### config.mk
export PLATFORM = sky130hd
export DESIGN_NAME = fbc_queue
export DESIGN_NICKNAME = d
export VERILOG_FILES = /design/src/sv/frustum_box_cull_defines.svh /design/src/sv/fbc_queue.sv
export SDC_FILE = /design/constraint.sdc
export NUM_CORES = 1
export LEC_CHECK = 0
export BUFFER_PORTS_ARGS = -buffer_cell sky130_fd_sc_hd__buf_2
export CORE_MARGIN = 2
export CORE_UTILIZATION = 40
export DETAILED_ROUTE_END_ITERATION = 16
export GPL_ROUTABILITY_DRIVEN = 0
export SETUP_SLACK_MARGIN = 0.4
export SLEW_MARGIN = 20
export SYNTH_ARGS = -nofsm -noshare
export SYNTH_HDL_FRONTEND = slang
export SYNTH_SLANG_ARGS = --single-unit
export TNS_END_PERCENT = 30
### constraint.sdc
create_clock -name clk -period 2.3 [get_ports clk]
set_input_delay 0.345 -clock clk [delete_from_list [all_inputs] [get_ports clk]]
set_output_delay 0.345 -clock clk [all_outputs]
set_load 0.02 [all_outputs]
### src/sv/frustum_box_cull_defines.svh
// ----------------------------------------------------------------------------
// frustum_box_cull_defines.svh
// Assertion macros for the frustum box cull block.
// ----------------------------------------------------------------------------
`ifndef FRUSTUM_BOX_CULL_DEFINES_SVH
`define FRUSTUM_BOX_CULL_DEFINES_SVH

`ifndef SYNTHESIS

`define FBC_ASSERT_NOW(label, clk, rst_n, pre, post) \
  label: assert property (@(posedge clk) disable iff (!rst_n) (pre) |-> (post)) \
    else $error("frustum_box_cull: check failed");

`define FBC_ASSERT_NEXT(label, clk, rst_n, pre, post) \
  label: assert property (@(posedge clk) disable iff (!rst_n) (pre) |=> (post)) \
    else $error("frustum_box_cull: check failed");

`else

`define FBC_ASSERT_NOW(label, clk, rst_n, pre, post)

`define FBC_ASSERT_NEXT(label, clk, rst_n, pre, post)

`endif

`endif

### src/sv/fbc_queue.sv
// ----------------------------------------------------------------------------
// fbc_queue
// Small register FIFO between the front and back parts.
// ----------------------------------------------------------------------------
module fbc_queue #(
  parameter int WIDTH = 8,
  parameter int DEPTH = 2
) (
  input  logic             clk,
  input  logic             rst_n,
  input  logic             in_valid,
  output logic             in_ready,
  input  logic [WIDTH-1:0] in_data,
  output logic             out_valid,
  input  logic             out_ready,
  output logic [WIDTH-1:0] out_data
);

  localparam int PTR_W = (DEPTH > 1) ? $clog2(DEPTH) : 1;
  localparam int CNT_W = $clog2(DEPTH + 1);

  logic [WIDTH-1:0] mem_r [DEPTH];
  logic [PTR_W-1:0] wr_ptr_r, wr_ptr_nxt;
  logic [PTR_W-1:0] rd_ptr_r, rd_ptr_nxt;
  logic [CNT_W-1:0] count_r, count_nxt;
  logic             push, pop;

  assign in_ready  = (count_r != CNT_W'(DEPTH));
  assign out_valid = (count_r != '0);
  assign out_data  = mem_r[rd_ptr_r];
  assign push      = in_valid && in_ready;
  assign pop       = out_valid && out_ready;

  always_comb begin
    wr_ptr_nxt = wr_ptr_r;
    rd_ptr_nxt = rd_ptr_r;
    count_nxt  = count_r;
    if (push) begin
      wr_ptr_nxt = (wr_ptr_r == PTR_W'(DEPTH - 1)) ? '0 : wr_ptr_r + 1'b1;
    end
    if (pop) begin
      rd_ptr_nxt = (rd_ptr_r == PTR_W'(DEPTH - 1)) ? '0 : rd_ptr_r + 1'b1;
    end
    if (push && !pop) begin
      count_nxt = count_r + 1'b1;
    end else if (pop && !push) begin
      count_nxt = count_r - 1'b1;
    end
  end

  always_ff @(posedge clk) begin
    if (!rst_n) begin
      wr_ptr_r <= '0;
      rd_ptr_r <= '0;
      count_r  <= '0;
    end else begin
      wr_ptr_r <= wr_ptr_nxt;
      rd_ptr_r <= rd_ptr_nxt;
      count_r  <= count_nxt;
    end
  end

  always_ff @(posedge clk) begin
    if (push) begin
      mem_r[wr_ptr_r] <= in_data;
    end
  end

endmodule

==> results.json, run 1 <==
{
  "outcome": "complete, no violations",
  "drtIter0Drc": 8,
  "ys_warn_count": 0,
  "dieArea_um2": 2400,
  "yosysSeqAreaShare": 0.717,
  "crit_path_start_kind": "register",
  "synthXorXnorAreaFrac": 0.0325,
  "cp_slowest_cell": "dfxtp_1",
  "ios": 22,
  "avgSynthCellArea_um2": 16.2,
  "synthSimpleGateAreaFrac": 0.0711,
  "yosysTopAreaCellShare": 0.594,
  "ys_ff_latch": 21,
  "finClkSkew_ns": 0.00126,
  "crit_path_max_incr_delay_ns": 0.55,
  "hold_class": "input pin to register",
  "die_h_um": 49.0,
  "crit_fanout": 8,
  "synthAdderAreaFrac": 0.0155,
  "grt_max_degree": 13,
  "via_per_inst": 4.50,
  "synth_top_family_by_area": "multiplexers",
  "ant_nets": 0,
  "dpl.hpwl_um": 792,
  "wl_mm": 1.15,
  "worst_slack_ns": 0.561,
  "fp-row-count": 16,
  "end_kind": "primary output",
  "final_core_util": 0.500,
  "routed-wl-met3_um": 61,
  "core_area_um2": 1940,
  "synth_top_area_cell": "edfxtp_1",
  "p_leak_nw": 0.390,
  "switchingPower_mw": 0.341,
  "cts_post_setup_buffers_inserted": 0,
  "post_dp_cell_area_um2": 943,
  "drc": 0,
  "timing.critical_path.cells": "mux2_2 -> buf_2",
  "yosys-top-cells-count": "16 x edfxtp_1, 8 x mux2_2, 5 x dfxtp_1",
  "grt_pass1_vias": 420,
  "synth_most_common_cell": "edfxtp_1",
  "drv_slew": 0,
  "dpl_worst_slack_ns": 0.746,
  "final_area_um2": 971,
  "wl_met1_um": 518,
  "worstMarginPinSlew_ns": 0.389,
  "arrival_ns": 1.39,
  "share_comb_of_total_power": 0.333,
  "cts_tree": "built",
  "dp_cells": 97,
  "grt_pass1_wl_mm": 1.77,
  "hold-path-cell-count": 1,
  "finalSetupTns_ns": 0,
  "synth_cell_types": 17,
  "stdcell_count": 101,
  "yosys-top-cells-area": "edfxtp_1 59%, dfxtp_1 12%, mux2_2 11%",
  "async_reset_ff_frac": 0,
  "synth_edf_count": 16,
  "clk_pin_slew_ns": 0.11,
  "fin_crit_sh": 0.756,
  "nets": 88,
  "dr.pass1.iters": 4,
  "wire_per_inst_um": 11.4,
  "start_util": 0.417,
  "whs_ns": 0.234,
  "slew_headroom": 0.741,
  "clk_latency_ns": 0.29,
  "irDropWorstVdd_v": 0.000504,
  "htree_levels": 1,
  "p_total_mw": 1.05,
  "clockPowerShare": 0.159,
  "intPower_mw": 0.705,
  "cts_resized": 0,
  "timing.final.hold_violations": 0,
  "finalSetupViolations": 0,
  "grt_setup_unrepaired": "no",
  "syn_inst": 50,
  "synth_nets": 63,
  "seq_power_share": 0.508,
  "crit_type": "register to primary output",
  "n_fill_cell": 199,
  "routed-wl-met2_um": 561,
  "areaGrowthSynthToFinish_pct": 19.9,
  "highest_layer": "met4",
  "r2r_cells": 5,
  "io_buffers": 21,
  "grt_usage": 0.102,
  "numClockSinks": 21,
  "clockBufferDepth": 2,
  "synth-compound-area-share": 0.0371,
  "vias": 455,
  "overflow": 0,
  "synthMuxAreaShare": 0.111,
  "diodes": 0,
  "timing.final.crit_period_ns": 1.74,
  "synth-main-ff-cell": "edfxtp_1",
  "die_w_um": 49.0,
  "antenna_found_initial": 0,
  "cap_viol_max_count": 0,
  "crit_required_ns": 1.96,
  "numCtsBuffers": 3,
  "drive_above_1_share": 0.486,
  "root_buffer": "clkbuf_4",
  "netSwitchingFraction": 0.326,
  "cts_hold_buf": 0,
  "netlist_area_um2": 810,
  "power_density_nw_per_um2": 1080,
  "clock.fmax_mhz": 575
}
[layout by cell type, fill, tap and decap left out]
cell type,instances
a21oi_1,2
o21ai_0,2
ha_1,1
nand2b_4,1
buf_2,21
nor2_1,3
inv_1,2
clkinv_2,1
clkbuf_4,3
xor2_1,3
or3_1,1
mux2_2,8
nand3b_1,1
a21bo_2,1
dfxtp_1,5
and3_1,1
or2_2,1
edfxtp_1,16
and2_1,1
[cell families after synthesis]
family	count (synthesis)
simple gates	9
xor+xnor	3
fa+ha+maj	1
flops	21
mux	8
compound gates	5
buf+inv	3
[sequential cells by signal, indices dropped and copies added, names as in the netlist, named ones only]
signal and cells:
wr_ptr_r 1, mem_r 16, count_r 2, rd_ptr_r 1
[final timing paths]
| kind | start | end | slack, ns |
|---|---|---|---|
| max | register | out_data[3] | 0.56 |
| min | in_data[4] | mem_r[0][4]$_DFFE_PP_ | 0.23 |
| max reg2reg | count_r[0]$_SDFFE_PN0P_ | count_r[1]$_SDFFE_PN0P_ | 0.73 |
| min reg2reg | rd_ptr_r$_SDFFE_PN0P_ | rd_ptr_r$_SDFFE_PN0P_ | 0.53 |
[layout make-up]
class	instances	area, µm²	share of cell area
clock buffers	3	22.5	0.0232
repair buffers	21	105	0.108
multi-input cells	26	216	0.223
clock inverters	1	5.00	0.00515
flip-flops and latches	21	581	0.598
well taps	27	33.8	0.0348
inverters	2	7.51	0.00773
[critical path, delay by kind of cell (launching register included)]
kind / cells / cell delay (ns)
DFF: 1 / 0.55
muxes: 1 / 0.39
buffers and inverters: 1 / 0.16
[power groups by stage]
stage | sequential [mW] | combinational, mW | clock, mW
2_1_floorplan | 0.515 | 0.280 | 0
3_3_place_gp | 0.540 | 0.344 | 0
3_5_place_dp | 0.541 | 0.349 | 0
4_1_cts | 0.533 | 0.352 | 0.175
5_1_grt | 0.541 | 0.377 | 0.193
6_report | 0.532 | 0.348 | 0.166
[metal layers]
| metal | vias to the layer above | global-route usage |
|---|---|---|
| met3 | 2 | 0.0307 |
| li1 | 229 | - |
| met1 | 210 | 0.123 |
| met4 | 0 | 0.0571 |
| met2 | 14 | 0.164 |
| met5 | - | 0 |
Note: power is estimated with default switching activity, not from simulation.
==> run 2, diff against run 1 <==
- clock period: 2.3 -> 1.8 ns (I/O delays scaled with it)
==> results.json, run 2 (synthesis gave the netlist of run 1 again) <==
{
  "grt_setup_unrepaired": "yes",
  "final_common_cell": "edfxtp_1",
  "outcome": "complete, no violations",
  "end_kind": "primary output",
  "grt_usage": 0.122,
  "antenna_found_initial": 0,
  "final_area_um2": 1080,
  "dp_cells": 97,
  "vias": 469,
  "largestRegisters": "mem_r (16), count_r (2)",
  "root_buffer": "clkbuf_4",
  "grt_max_degree": 13,
  "p_leak_nw": 0.440,
  "whs_ns": 0.152,
  "drc": 0,
  "finalSetupViolations": 0,
  "grt_pass1_vias": 450,
  "drv_slew": 0,
  "largest_reg_flops": 16,
  "crit_type": "register to primary output",
  "io_buffers": 21,
  "fp-row-count": 16,
  "grt_pass1_wl_mm": 2.03,
  "clk_pin_slew_ns": 0.11,
  "wl_mm": 1.28,
  "finalSetupTns_ns": 0,
  "stdcell_count": 101,
  "drtIter0Drc": 1,
  "diodes": 0,
  "timing.final.crit_period_ns": 1.48,
  "layout_common_cells": "16 x edfxtp_1, 13 x buf_2, 8 x mux2_4, 8 x buf_6",
  "hold_class": "input pin to register",
  "timing.final.hold_violations": 0,
  "dr.pass1.iters": 2,
  "clk_latency_ns": 0.29,
  "regMostFlops": "mem_r",
  "via_per_inst": 4.64,
  "slew_headroom": 0.726,
  "dieArea_um2": 2400,
  "die_h_um": 49.0,
  "arrival_ns": 1.21,
  "overflow": 0,
  "cts_post_setup_buffers_inserted": 0,
  "worstMarginPinSlew_ns": 0.411,
  "worst_slack_ns": 0.323,
  "finClkSkew_ns": 0.00234,
  "nets": 88,
  "cap_viol_max_count": 0,
  "numCtsBuffers": 3,
  "ant_nets": 0,
  "drive_above_1_share": 0.568,
  "irDropWorstVdd_v": 0.000769,
  "start_util": 0.417,
  "ios": 22,
  "clock.fmax_mhz": 677,
  "die_w_um": 49.0,
  "crit_fanout": 8,
  "crit_required_ns": 1.53,
  "final_core_util": 0.554,
  "cts_hold_buf": 0,
  "areaGrowthSynthToFinish_pct": 32.9,
  "post_dp_cell_area_um2": 960,
  "fin_crit_sh": 0.820,
  "crit_path_start_kind": "register",
  "dpl_worst_slack_ns": 0.332,
  "numClockSinks": 21,
  "n_fill_cell": 178,
  "core_area_um2": 1940,
  "cts_tree": "built",
  "p_total_mw": 1.50,
  "htree_levels": 1,
  "power_density_nw_per_um2": 1400,
  "clockBufferDepth": 2,
  "wire_per_inst_um": 12.7
}
[run 2: changes by cell type in the layout (fill, tap and decap cells not counted)]
cell | previous run | this run
and2_1 | 1 | 0
and2_4 | 0 | 1
mux2_4 | 0 | 8
o21ai_2 | 0 | 1
dfxtp_1 | 5 | 2
mux2_2 | 8 | 0
buf_6 | 0 | 8
o21ai_0 | 2 | 1
dfxtp_4 | 0 | 1
dfxtp_2 | 0 | 2
ha_4 | 0 | 1
buf_2 | 21 | 13
ha_1 | 1 | 0
[run 2: per-layer routing]
metal  vias to the layer above  wire, µm  track usage
met3                         2        65       0.0337
met1                       226       517        0.139
met5                         -         0            0
met4                         0        13       0.0857
li1                        229         -            -
met2                        12       684        0.199
[run 2: report_power, final]
part | internal [mW] | leakage [nW] | switching (mW)
Sequential | 0.625 | 0.192 | 0.0817
Combinational | 0.320 | 0.230 | 0.262
Clock | 0.0827 | 0.0177 | 0.133
Total | 1.03 | 0.440 | 0.477
[run 2: area by class of cell]
class                   count  area, µm²  area share
clock inverters             1       5.00     0.00465
inverters                   2       7.51     0.00698
repair buffers             21        155       0.144
well taps                  27       33.8      0.0314
multi-input cells          26        265       0.247
flip-flops and latches     21        587       0.545
clock buffers               3       22.5      0.0209
[run 2: worst paths after layout]
kind                                start                       to  slack [ns]  depth (start not counted)
setup / recovery                 register              out_data[6]        0.32                          2
hold / removal                 in_data[1]    mem_r[1][1]$_DFFE_PP_        0.15                          1
setup reg to reg  count_r[0]$_SDFFE_PN0P_  count_r[1]$_SDFFE_PN0P_        0.36                          6
hold reg to reg     rd_ptr_r$_SDFFE_PN0P_                 register        0.53                          2
[run 2: what timing repair did]
action,4_1_cts,5_1_grt
gates cloned,0,0
gates resized for setup,26,2
hold endpoints to repair,0,0
setup endpoints to repair,9,10
[run 2: critical path, stage by stage, from the launching register on]
cell	delay (ns)
dfxtp_4	0.46
mux2_4	0.32
buf_6	0.13
